### config.mk
export PLATFORM = sky130hd
export DESIGN_NAME = matrix_multiply_2d
export DESIGN_NICKNAME = d
export VERILOG_FILES = /design/src/rtl/mm2d_pkg.sv /design/src/rtl/mm2d_store.sv /design/src/rtl/mm2d_mac.sv /design/src/rtl/mm2d_seq.sv /design/src/rtl/matrix_multiply_2d.sv
export SDC_FILE = /design/constraint.sdc
export NUM_CORES = 2
export LEC_CHECK = 0
export ABC_AREA = 1
export BUFFER_PORTS_ARGS = -buffer_cell sky130_fd_sc_hd__clkbuf_2
export CAP_MARGIN = 0
export CELL_PAD_IN_SITES_DETAIL_PLACEMENT = 2
export CELL_PAD_IN_SITES_GLOBAL_PLACEMENT = 2
export CORE_UTILIZATION = 44
export DETAILED_ROUTE_END_ITERATION = 8
export PLACE_DENSITY_LB_ADDON = 0.08
export SETUP_SLACK_MARGIN = 0.4
export SYNTH_ARGS = -nofsm -noshare
export SYNTH_HDL_FRONTEND = slang
export SYNTH_SLANG_ARGS = --single-unit
### constraint.sdc
create_clock -name clk -period 7.7 [get_ports clk]
set_input_delay 0 -clock clk [delete_from_list [all_inputs] [get_ports clk]]
set_output_delay 0 -clock clk [all_outputs]
set_load 0.005 [all_outputs]
### src/rtl/mm2d_pkg.sv
package mm2d_pkg;

	localparam int unsigned VALUE_IN_W = 16;
	localparam int unsigned PRODUCT_W  = 35;
	localparam int unsigned IDX_W      = 3;
	localparam int unsigned DIM_W      = 4;
	localparam int unsigned CFG_IDX_W  = 2;

	localparam logic [CFG_IDX_W-1:0] CFG_LEFT_ROWS  = 2'd0;
	localparam logic [CFG_IDX_W-1:0] CFG_INNER_SIZE = 2'd1;
	localparam logic [CFG_IDX_W-1:0] CFG_RIGHT_COLS = 2'd2;

	typedef enum logic [1:0] {
		CMD_LOAD_LEFT  = 2'd0,
		CMD_LOAD_RIGHT = 2'd1,
		CMD_COMPUTE    = 2'd2
	} cmd_t;

	typedef enum logic [1:0] {
		ST_IDLE,
		ST_ISSUE,
		ST_DRAIN,
		ST_EMIT
	} seq_state_t;

	typedef struct packed {
		logic [DIM_W-1:0] lr;
		logic [DIM_W-1:0] kn;
		logic [DIM_W-1:0] rc;
	} dims_t;

	typedef struct packed {
		logic valid;
		logic first;
		logic last;
	} issue_t;

	typedef struct packed {
		logic             en;
		logic             from_acc;
		logic [IDX_W-1:0] row;
		logic [IDX_W-1:0] col;
		logic             status;
		logic             last;
	} emit_t;

	function automatic logic [DIM_W-1:0] eff_dim(input logic [DIM_W-1:0] v,
			input logic [DIM_W-1:0] maxd);
		logic [DIM_W-1:0] r;
		if (v == '0) begin
			r = DIM_W'(1);
		end else if (v > maxd) begin
			r = maxd;
		end else begin
			r = v;
		end
		return r;
	endfunction

endpackage

### src/rtl/mm2d_store.sv
module mm2d_store import mm2d_pkg::*; #(
	parameter int unsigned DEPTH = 64,
	parameter int unsigned AW    = 6,
	parameter int unsigned WIDTH = 16
) (
	input  logic             clk,
	input  logic             we,
	input  logic [AW-1:0]    waddr,
	input  logic [WIDTH-1:0] wdata,
	input  logic [AW-1:0]    raddr,
	output logic [WIDTH-1:0] rdata
);

	logic [WIDTH-1:0] mem_q [DEPTH];
	logic [WIDTH-1:0] rdata_q;

	always_ff @(posedge clk) begin
		if (we) begin
			mem_q[waddr] <= wdata;
		end
	end

	always_ff @(posedge clk) begin
		rdata_q <= mem_q[raddr];
	end

	assign rdata = rdata_q;

endmodule

### src/rtl/mm2d_mac.sv
module mm2d_mac import mm2d_pkg::*; #(
	parameter int unsigned SW = 16
) (
	input  logic                        clk,
	input  logic                        arst_n,
	input  issue_t                      issue,
	input  logic signed [SW-1:0]        a,
	input  logic signed [SW-1:0]        b,
	output logic signed [PRODUCT_W-1:0] acc,
	output logic                        acc_done
);

	issue_t                      tag_s1;
	issue_t                      tag_s2;
	logic signed [2*SW-1:0]      prod_s2;
	logic signed [PRODUCT_W-1:0] prod_ext;
	logic signed [PRODUCT_W-1:0] acc_q;
	logic                        done_q;

	always_ff @(posedge clk or negedge arst_n) begin
		if (!arst_n) begin
			tag_s1 <= '0;
			tag_s2 <= '0;
			done_q <= 1'b0;
		end else begin
			tag_s1 <= issue;
			tag_s2 <= tag_s1;
			done_q <= tag_s2.valid && tag_s2.last;
		end
	end

	always_ff @(posedge clk) begin
		if (tag_s1.valid) begin
			prod_s2 <= a * b;
		end
	end

	assign prod_ext = {{(PRODUCT_W - 2 * SW){prod_s2[2*SW-1]}}, prod_s2};

	always_ff @(posedge clk) begin
		if (tag_s2.valid) begin
			acc_q <= tag_s2.first ? prod_ext : acc_q + prod_ext;
		end
	end

	assign acc      = acc_q;
	assign acc_done = done_q;

endmodule

### src/rtl/mm2d_seq.sv
module mm2d_seq import mm2d_pkg::*; #(
	parameter int unsigned MAX_DIM = 8,
	parameter int unsigned AW      = 6
) (
	input  logic             clk,
	input  logic             arst_n,
	input  logic             in_valid,
	input  logic [1:0]       command,
	input  logic [IDX_W-1:0] row_index,
	input  logic [IDX_W-1:0] col_index,
	input  dims_t            dims,
	input  logic             out_free,
	input  logic             acc_done,
	output logic             in_ready,
	output logic             left_we,
	output logic             right_we,
	output logic [AW-1:0]    waddr,
	output logic [AW-1:0]    left_raddr,
	output logic [AW-1:0]    right_raddr,
	output issue_t           issue,
	output emit_t            emit
);

	seq_state_t       state_q, state_d;
	logic [IDX_W-1:0] r_q, r_d;
	logic [IDX_W-1:0] c_q, c_d;
	logic [IDX_W-1:0] k_q, k_d;
	logic             left_ok;
	logic             right_ok;
	logic             r_last;
	logic             c_last;
	logic             k_last;

	assign left_ok  = ({1'b0, row_index} < dims.lr) && ({1'b0, col_index} < dims.kn);
	assign right_ok = ({1'b0, row_index} < dims.kn) && ({1'b0, col_index} < dims.rc);
	assign r_last   = {1'b0, r_q} == dims.lr - DIM_W'(1);
	assign c_last   = {1'b0, c_q} == dims.rc - DIM_W'(1);
	assign k_last   = {1'b0, k_q} == dims.kn - DIM_W'(1);

	assign waddr       = AW'(int'(row_index) * MAX_DIM + int'(col_index));
	assign left_raddr  = AW'(int'(r_q) * MAX_DIM + int'(k_q));
	assign right_raddr = AW'(int'(k_q) * MAX_DIM + int'(c_q));

	always_ff @(posedge clk or negedge arst_n) begin
		if (!arst_n) begin
			state_q <= ST_IDLE;
			r_q     <= '0;
			c_q     <= '0;
			k_q     <= '0;
		end else begin
			state_q <= state_d;
			r_q     <= r_d;
			c_q     <= c_d;
			k_q     <= k_d;
		end
	end

	always_comb begin
		state_d  = state_q;
		r_d      = r_q;
		c_d      = c_q;
		k_d      = k_q;
		in_ready = 1'b0;
		left_we  = 1'b0;
		right_we = 1'b0;
		issue    = '0;
		emit     = '0;
		case (state_q)
			ST_IDLE: begin
				in_ready = out_free;
				if (in_valid && out_free) begin
					case (cmd_t'(command))
						CMD_LOAD_LEFT: begin
							left_we     = left_ok;
							emit.en     = 1'b1;
							emit.row    = row_index;
							emit.col    = col_index;
							emit.status = !left_ok;
							emit.last   = 1'b1;
						end
						CMD_LOAD_RIGHT: begin
							right_we    = right_ok;
							emit.en     = 1'b1;
							emit.row    = row_index;
							emit.col    = col_index;
							emit.status = !right_ok;
							emit.last   = 1'b1;
						end
						CMD_COMPUTE: begin
							r_d     = '0;
							c_d     = '0;
							k_d     = '0;
							state_d = ST_ISSUE;
						end
						default: begin
						end
					endcase
				end
			end
			ST_ISSUE: begin
				issue.valid = 1'b1;
				issue.first = k_q == '0;
				issue.last  = k_last;
				if (k_last) begin
					k_d     = '0;
					state_d = ST_DRAIN;
				end else begin
					k_d = k_q + IDX_W'(1);
				end
			end
			ST_DRAIN: begin
				if (acc_done) begin
					state_d = ST_EMIT;
				end
			end
			ST_EMIT: begin
				if (out_free) begin
					emit.en       = 1'b1;
					emit.from_acc = 1'b1;
					emit.row      = r_q;
					emit.col      = c_q;
					emit.last     = r_last && c_last;
					if (c_last) begin
						c_d = '0;
						if (r_last) begin
							state_d = ST_IDLE;
						end else begin
							r_d     = r_q + IDX_W'(1);
							state_d = ST_ISSUE;
						end
					end else begin
						c_d     = c_q + IDX_W'(1);
						state_d = ST_ISSUE;
					end
				end
			end
			default: begin
				state_d = ST_IDLE;
			end
		endcase
	end

endmodule

### src/rtl/matrix_multiply_2d.sv
// Load transactions are accepted one per cycle while the output register is free; each result
// is registered and appears in the cycle after acceptance. A compute transaction emits
// left_rows * right_cols results (sizes clamped to 1..MAX_DIM), each from inner_size store
// reads through the shared multiply-accumulate unit, a pipeline drain and an output register
// load. No new transaction is taken meanwhile. Reset clears the sequencer, the output valid
// and sets all three sizes to 8; the element stores are not cleared.
module matrix_multiply_2d import mm2d_pkg::*; #(
	parameter int unsigned MAX_DIM     = 8,
	parameter int unsigned VALUE_WIDTH = 16
) (
	input  logic                        clk,
	input  logic                        arst_n,
	input  logic                        cfg_we,
	input  logic [CFG_IDX_W-1:0]        cfg_index,
	input  logic [DIM_W-1:0]            cfg_data,
	input  logic                        in_valid,
	output logic                        in_ready,
	input  logic [1:0]                  command,
	input  logic [IDX_W-1:0]            row_index,
	input  logic [IDX_W-1:0]            col_index,
	input  logic signed [VALUE_IN_W-1:0] element_value,
	output logic                        out_valid,
	input  logic                        out_ready,
	output logic [IDX_W-1:0]            out_row,
	output logic [IDX_W-1:0]            out_col,
	output logic signed [PRODUCT_W-1:0] product_value,
	output logic                        status,
	output logic                        last
);

	localparam int unsigned SW    = (VALUE_WIDTH < VALUE_IN_W) ? VALUE_WIDTH : VALUE_IN_W;
	localparam int unsigned DEPTH = MAX_DIM * MAX_DIM;
	localparam int unsigned AW    = (DEPTH > 1) ? $clog2(DEPTH) : 1;

	logic [DIM_W-1:0]            left_rows_q;
	logic [DIM_W-1:0]            inner_size_q;
	logic [DIM_W-1:0]            right_cols_q;
	dims_t                       dims;
	logic                        out_valid_q;
	logic [IDX_W-1:0]            out_row_q;
	logic [IDX_W-1:0]            out_col_q;
	logic signed [PRODUCT_W-1:0] product_q;
	logic                        status_q;
	logic                        last_q;
	logic                        out_free;
	logic                        left_we;
	logic                        right_we;
	logic [AW-1:0]               waddr;
	logic [AW-1:0]               left_raddr;
	logic [AW-1:0]               right_raddr;
	logic signed [SW-1:0]        left_rdata;
	logic signed [SW-1:0]        right_rdata;
	logic signed [PRODUCT_W-1:0] acc;
	logic                        acc_done;
	issue_t                      issue;
	emit_t                       emit;

	always_ff @(posedge clk or negedge arst_n) begin
		if (!arst_n) begin
			left_rows_q  <= DIM_W'(8);
			inner_size_q <= DIM_W'(8);
			right_cols_q <= DIM_W'(8);
		end else if (cfg_we) begin
			case (cfg_index)
				CFG_LEFT_ROWS:  left_rows_q  <= cfg_data;
				CFG_INNER_SIZE: inner_size_q <= cfg_data;
				CFG_RIGHT_COLS: right_cols_q <= cfg_data;
				default: begin
				end
			endcase
		end
	end

	assign dims.lr = eff_dim(left_rows_q, DIM_W'(MAX_DIM));
	assign dims.kn = eff_dim(inner_size_q, DIM_W'(MAX_DIM));
	assign dims.rc = eff_dim(right_cols_q, DIM_W'(MAX_DIM));

	assign out_free = !out_valid_q || out_ready;

	mm2d_seq #(
		.MAX_DIM(MAX_DIM),
		.AW     (AW)
	) u_seq (
		.clk        (clk),
		.arst_n     (arst_n),
		.in_valid   (in_valid),
		.command    (command),
		.row_index  (row_index),
		.col_index  (col_index),
		.dims       (dims),
		.out_free   (out_free),
		.acc_done   (acc_done),
		.in_ready   (in_ready),
		.left_we    (left_we),
		.right_we   (right_we),
		.waddr      (waddr),
		.left_raddr (left_raddr),
		.right_raddr(right_raddr),
		.issue      (issue),
		.emit       (emit)
	);

	mm2d_store #(
		.DEPTH(DEPTH),
		.AW   (AW),
		.WIDTH(SW)
	) u_left_store (
		.clk  (clk),
		.we   (left_we),
		.waddr(waddr),
		.wdata(element_value[SW-1:0]),
		.raddr(left_raddr),
		.rdata(left_rdata)
	);

	mm2d_store #(
		.DEPTH(DEPTH),
		.AW   (AW),
		.WIDTH(SW)
	) u_right_store (
		.clk  (clk),
		.we   (right_we),
		.waddr(waddr),
		.wdata(element_value[SW-1:0]),
		.raddr(right_raddr),
		.rdata(right_rdata)
	);

	mm2d_mac #(
		.SW(SW)
	) u_mac (
		.clk     (clk),
		.arst_n  (arst_n),
		.issue   (issue),
		.a       (left_rdata),
		.b       (right_rdata),
		.acc     (acc),
		.acc_done(acc_done)
	);

	always_ff @(posedge clk or negedge arst_n) begin
		if (!arst_n) begin
			out_valid_q <= 1'b0;
		end else if (emit.en) begin
			out_valid_q <= 1'b1;
		end else if (out_ready) begin
			out_valid_q <= 1'b0;
		end
	end

	always_ff @(posedge clk) begin
		if (emit.en) begin
			out_row_q <= emit.row;
			out_col_q <= emit.col;
			product_q <= emit.from_acc ? acc : '0;
			status_q  <= emit.status;
			last_q    <= emit.last;
		end
	end

	assign out_valid     = out_valid_q;
	assign out_row       = out_row_q;
	assign out_col       = out_col_q;
	assign product_value = product_q;
	assign status        = status_q;
	assign last          = last_q;

endmodule

# Yosys cells after proc, flatten, opt, wreduce, memory -nomap -nowiden

Memory sizes are Yosys's and may differ from the RTL's. A register that Yosys moved wholly into a read port is not among the register bits.
Cells that the tools add are included.

Memories: 2
Memory bits (writable): 2048
Register bits after elaboration: 141
Logic and storage cells: 137
Input bits: 35
Output and inout port bits: 45

Equality and inequality tests: 17
Add/subtract/negate cells: 10
Reductions and logical operators: 28
$mul: 1
Order comparisons: 7
Multiplexer cells: 50

Memories:

| name                | depth | width | read ports | clocked after memory_dff | wr ports | RTL line         | RTL |
|---|---|---|---|---|---|---|---|
| u_left_store.mem_q  | 64    | 16    | 1          | 1                        | 1        | mm2d_store.sv:14 | `logic [WIDTH-1:0] mem_q [DEPTH];` |
| u_right_store.mem_q | 64    | 16    | 1          | 1                        | 1        | mm2d_store.sv:14 |  |

Operators with widths:

| cell                                                   | number |
|---|---|
| adder 35 x 32 -> 35 bit                                | 1 |
| 2-to-1 mux 35 bit                                      | 1 |
| multiplier 16 x 16 -> 32 bit                           | 1 |
| 2-to-1 mux 3 bit                                       | 9 |
| 2-to-1 mux 4 bit                                       | 6 |
| 2-to-1 mux 1 bit                                       | 19 |
| adder 6 x 3 -> 6 bit                                   | 3 |
| one-hot mux 3 bit (2 select lines)                     | 3 |
| < comparator 3 x 4 -> 1 bit                            | 4 |
| 2-to-1 mux 8 bit                                       | 2 |
| one-hot mux 8 bit (2 select lines)                     | 1 |
| equality test 3 x 4 -> 1 bit                           | 3 |
| greater-than comparator 4 bit (second input constant)  | 3 |
| zero test 4 bit                                        | 3 |
| one-hot mux 6 bit (2 select lines)                     | 1 |
| subtractor 4 x 1 -> 4 bit (second input constant)      | 3 |
| 2-to-1 mux 2 bit                                       | 5 |
| inequality test 2 x 1 -> 1 bit (second input constant) | 5 |
| adder 3 x 1 -> 3 bit (second input constant)           | 3 |
| equality test 2 bit (second input constant)            | 4 |
| one-hot mux 2 bit (4 select lines)                     | 1 |
| AND reduction 2 bit                                    | 4 |
| equality test 2 x 1 -> 1 bit (second input constant)   | 3 |
| zero test 2 bit                                        | 3 |
| 12 further kinds                                       | 22 |

# Longest topological paths before layout

Word-level depth: 10
Depth in mapped cells: 27
Gate-level depth less buffers: 25

# Modules after synthesis

A second synthesis with hierarchy kept.

Cell total of the unflattened synthesis: 9508
Area, all modules: 103475.5 um^2

Modules (own cells, without submodules):

| module             | area an instance (um^2) | sequential area each (um^2) | times used | cells each |
|---|---|---|---|---|
| mm2d_store         | 42099.1                 | 31069.8                     | 2          | 3517 |
| mm2d_mac           | 15627.5                 | 2187.1                      | 1          | 2047 |
| matrix_multiply_2d | 2184.6                  | 1620.3                      | 1          | 195 |
| mm2d_seq           | 1465.2                  | 275.3                       | 1          | 232 |

# Worst setup path before layout

Ideal clock, no wire load.

Path kind: register to register
Start: register u_left_store.rdata_q[15] (netlist: u_left_store.rdata[15]) (read register of u_left_store.mem_q)
End: register u_mac.prod_s2[31] (data pin)
Path slack: 2.128 ns
Cell stages (with the launch flop): 23
Buffers on the path: 1
Clock period less this slack: 5.572 ns
Data arrival time: 5.320 ns
Cell sequence: dfxtp_1 clkbuf_1 nand2_1 inv_1 fa_1 fa_1 inv_1 fa_1 fa_1 fa_1 fa_1 inv_1 ha_1 inv_1 o21bai_1 nand3_1 nand2_1 a21oi_1 o21ai_0 nor2_1 inv_1 nand2_1 nand2_1

Word-level cells in the longest chain between the ends: 1

Ends and longest elaborated chain:

| element                      | RTL line         | RTL |
|---|---|---|
| from (decl)                  | mm2d_store.sv:15 | `logic [WIDTH-1:0] rdata_q;` |
| multiplier 16 x 16 -> 32 bit | mm2d_mac.sv:34   | `prod_s2 <= a * b;` |
| to (signal assigned)         | mm2d_mac.sv:34   |  |
| to (decl)                    | mm2d_mac.sv:15   | `logic signed [2*SW-1:0] prod_s2;` |

No other way between the ends.
A chain may end at the register's enable or synchronous reset.

# Worst setup path after layout

Start: register u_right_store.rdata_q[1] (netlist: u_right_store.rdata[1]) (read register of u_right_store.mem_q)
End: register u_mac.prod_s2[31] (data pin)

Word-level cells in the longest chain between the ends: 1

Ends and longest elaborated chain:

| element                      | RTL line |
|---|---|
| from (decl)                  | mm2d_store.sv:15 |
| multiplier 16 x 16 -> 32 bit | mm2d_mac.sv:34 |

No other way between the ends.

==> metrics <==
status=complete, no violations; maxcap violations=0; WP data arrival=6950 ps; actual slew at the worst max-slew pin=1310 ps; Post-Route WL=between 300,000 and 400,000 um; synthesis warning total=0; unrepaired setup endpoints after global routing=false; number of synthesized register bits=roughly 2,200; initial antenna violation count=19; Synth Area per Inst=11.4 sq um; final setup fails=0; Max-slew headroom=between 10% and 20%; crit end category=register; critical-path cell list=nand2_1 > inv_1 > fa_1 > fa_1 > inv_1 > fa_1 > inv_1 > fa_1 > inv_1 > fa_1 > fa_1 > inv_1 > ha_1 > inv_1 > o21bai_1 > nand3_1 > nand2_1 > a21oi_1 > o21ai_0 > nor2_1 > inv_1 > nand2_1 > nand2_1; PwrDens=285 nW/um^2; first-pass GRT wire length=between 500,000 and 600,000 um; crit start category=register; drt wl/cell=31.1 um; Pleak=~40 nW; fin cells=about 12,000; DRT iter0 DRCs=7,175; commonest non-fill, non-tap cell in the layout=edfxtp_1; slowest CP cell=fa_1; sequential fraction of the synthesis area=65.6%; Crit path top cell by count=inv_1; Post-DP HPWL=229,000 um; Die Width=481 um; Initial Util=approximately 44%; Min-Delay Path Class=input port to register; final slew viol count=0; Setup WS pre-CTS=1290 ps; Bufs on Longest Clock Path=3; via count=72,222; DRT Pass-1 Iters=5; routability cong.=0.858; setup ws final=1310 ps; placed cell count=11,594; DRT antenna net count=0; post-synthesis net count=9,284; fraction of layout cells with a size suffix above 1=7.62%; gr ovfl total=0; Clock Latency Late Sink=~890 ps; Final nets=9,300; clock slew at reported path FFs=60 ps; Cell Rows=between 150 and 200; H-tree levels=4; fin crit share=83.0%; CP max FO=16; Crit path largest cell delay=880 ps; area grow syn2layout=11.1%; DR vias/cell=5.98; skew final=88.8 ps; Max Freq=157 MHz; commonest non-fill, non-tap cells in the layout=2,158 x edfxtp_1, 1,591 x nand2_1, 1,203 x nor2_1, 1,048 x o21ai_0, 600 x inv_1; die height=slightly below 500 um; core area=228,000 sq um; maximum vdd drop=0.331 mV; Final Hold Vio Count=0; Die ar.=232,000 sq um; Worst EP required=8270 ps; Synth Cell Area=101,000 sq um; largest net degree at the start of global routing=about 240; io pins=80; CTS tree=yes; fin crit period=6390 ps; vias in the first global route=78,614; crit path kind=register to register; Fin Setup TNS=0 ps; Cells after Synth=between 8,000 and 9,000; I/O Buffers=79; CTS Buf Count=233; Yosys cell types=43; total power=32.0 mW; gr usage total=32.2%; clock tree root buffer cell=clkbuf_16; clk sink count=2,221; number of remaining DRC errors=0; Hold Slack=131 ps
routing by layer:
layer	wire length (um)	part of all wire, %	vias up	global-route usage (%)
met4	13300	3.6	2	11.1
met5	13	0.0035	-	0
met1	155000	41	38281	42.9
met3	22800	6.1	572	4.08
met2	184000	49	2607	54.1
li1	-	-	30760	-
cells by family (layout without fill, tap and decap cells):
logic type                 after synthesis  after routing  synth area share (%)
adders and majority gates              398            398                  6.88
AOI/OAI and AO/OA                     1691           1691                  9.07
xor gates and xnor gates                48             48                 0.416
other                                    0              9                     0
buffers and inverters                 1138           1354                  4.89
DFF                                   2221           2221                  65.6
and+or+nand+nor                       3355           3355                  13.2
stage by stage:
step,instance area (sq um),util (%)
after floorplan,101000,-
after global placement,104000,45.8
after detailed placement,104000,45.8
after CTS,112000,49.3
after global routing,112000,49.3
final,112000,49.3
layout make-up:
| cell class | count | area [sq um] |
|---|---|---|
| flip-flops and latches | 2221 | 66200 |
| fillers | 22514 | 116000 |
| inverters | 608 | 2330 |
| diodes | 9 | 22.5 |
| clock buffers | 295 | 6160 |
| multi-input cells | 5492 | 30000 |
| repair buffers | 311 | 2430 |
| clock inverters | 140 | 1230 |
| well taps | 3009 | 3760 |
where the power goes:
group / internal [mW] / switching [mW] / leakage (nW)
Clock: 6.18 / 5.01 / 3.60
Sequential: 13.6 / 0.0481 / 20.0
Combinational: 2.45 / 4.70 / 17.1
Total: 22.2 / 9.76 / 40.7
Yosys cell counts (all sizes together):
| master | count | area share [%] |
|---|---|---|
| dfxtp | 32 | 0.63 |
| buf | 223 | 1.5 |
| nor3 | 28 | 0.14 |
| or2 | 14 | 0.087 |
| dfstp | 3 | 0.078 |
| ha | 135 | 1.7 |
| xnor2 | 22 | 0.19 |
| nor4 | 1 | 0.0062 |
| a211oi | 1 | 0.0074 |
| inv | 607 | 2.3 |
| o211ai | 1 | 0.0074 |
| nand3 | 410 | 2.1 |
| nand2 | 1591 | 5.9 |
| edfxtp | 2158 | 64 |
| a31oi | 4 | 0.025 |
| xor2 | 26 | 0.23 |
| and3 | 1 | 0.0062 |
| o21ai | 1070 | 5.3 |
| fa | 263 | 5.2 |
| a21o | 5 | 0.037 |
| nand3b | 12 | 0.089 |
| o22ai | 496 | 3.1 |
| o21bai | 15 | 0.11 |
| a21oi | 92 | 0.46 |
| a21boi | 7 | 0.052 |
| clkbuf | 307 | 1.1 |
| clkinv | 1 | 0.0037 |
| dfrtp | 28 | 0.69 |
| nand4 | 17 | 0.11 |
| nor2 | 1281 | 4.8 |
sequential cells by signal, indices dropped and copies added (netlist names), 4 cells and up:
| signal | count |
|---|---|
| u_right_store.mem_q | 1024 |
| u_right_store.rdata | 16 |
| u_mac.acc | 35 |
| inner_size_q | 4 |
| u_left_store.rdata | 16 |
| u_mac.prod_s2 | 32 |
| right_cols_q | 4 |
| left_rows_q | 4 |
| product_value | 35 |
| u_left_store.mem_q | 1024 |
repair_timing:
action | 4_1_cts | 5_1_grt
hold endpoints to repair | 1054 | 0
setup buffers | 0 | 0
resized for setup | 0 | 0
hold buffers | 47 | 0
worst max-delay path: cells and delay by family (launching register included):
kind	cells	cell delay, ps
AO/OA/AOI/OAI	3	370
flip-flops	1	750
AND/OR/NAND/NOR	6	660
buffers and inverters	7	700
adder cells (fa/ha/maj)	7	3630
worst paths after layout:
path                            slack [ps]           endpoint              startpoint  cells past startpoint
worst min register to register         350    u_mac.tag_s2[0]         u_mac.tag_s1[0]                      0
worst min-delay path                   130             status              command[0]                      5
min in group asynchronous              220    inner_size_q[3]                  arst_n                      3
max in group asynchronous             7200       u_seq.c_q[1]                  arst_n                      4
worst max-delay path                  1310  u_mac.prod_s2[31]  u_right_store.rdata[1]                     23
worst max register to register        1310  u_mac.prod_s2[31]  u_right_store.rdata[1]                     23
Note: power is estimated with default switching activity, not from simulation.
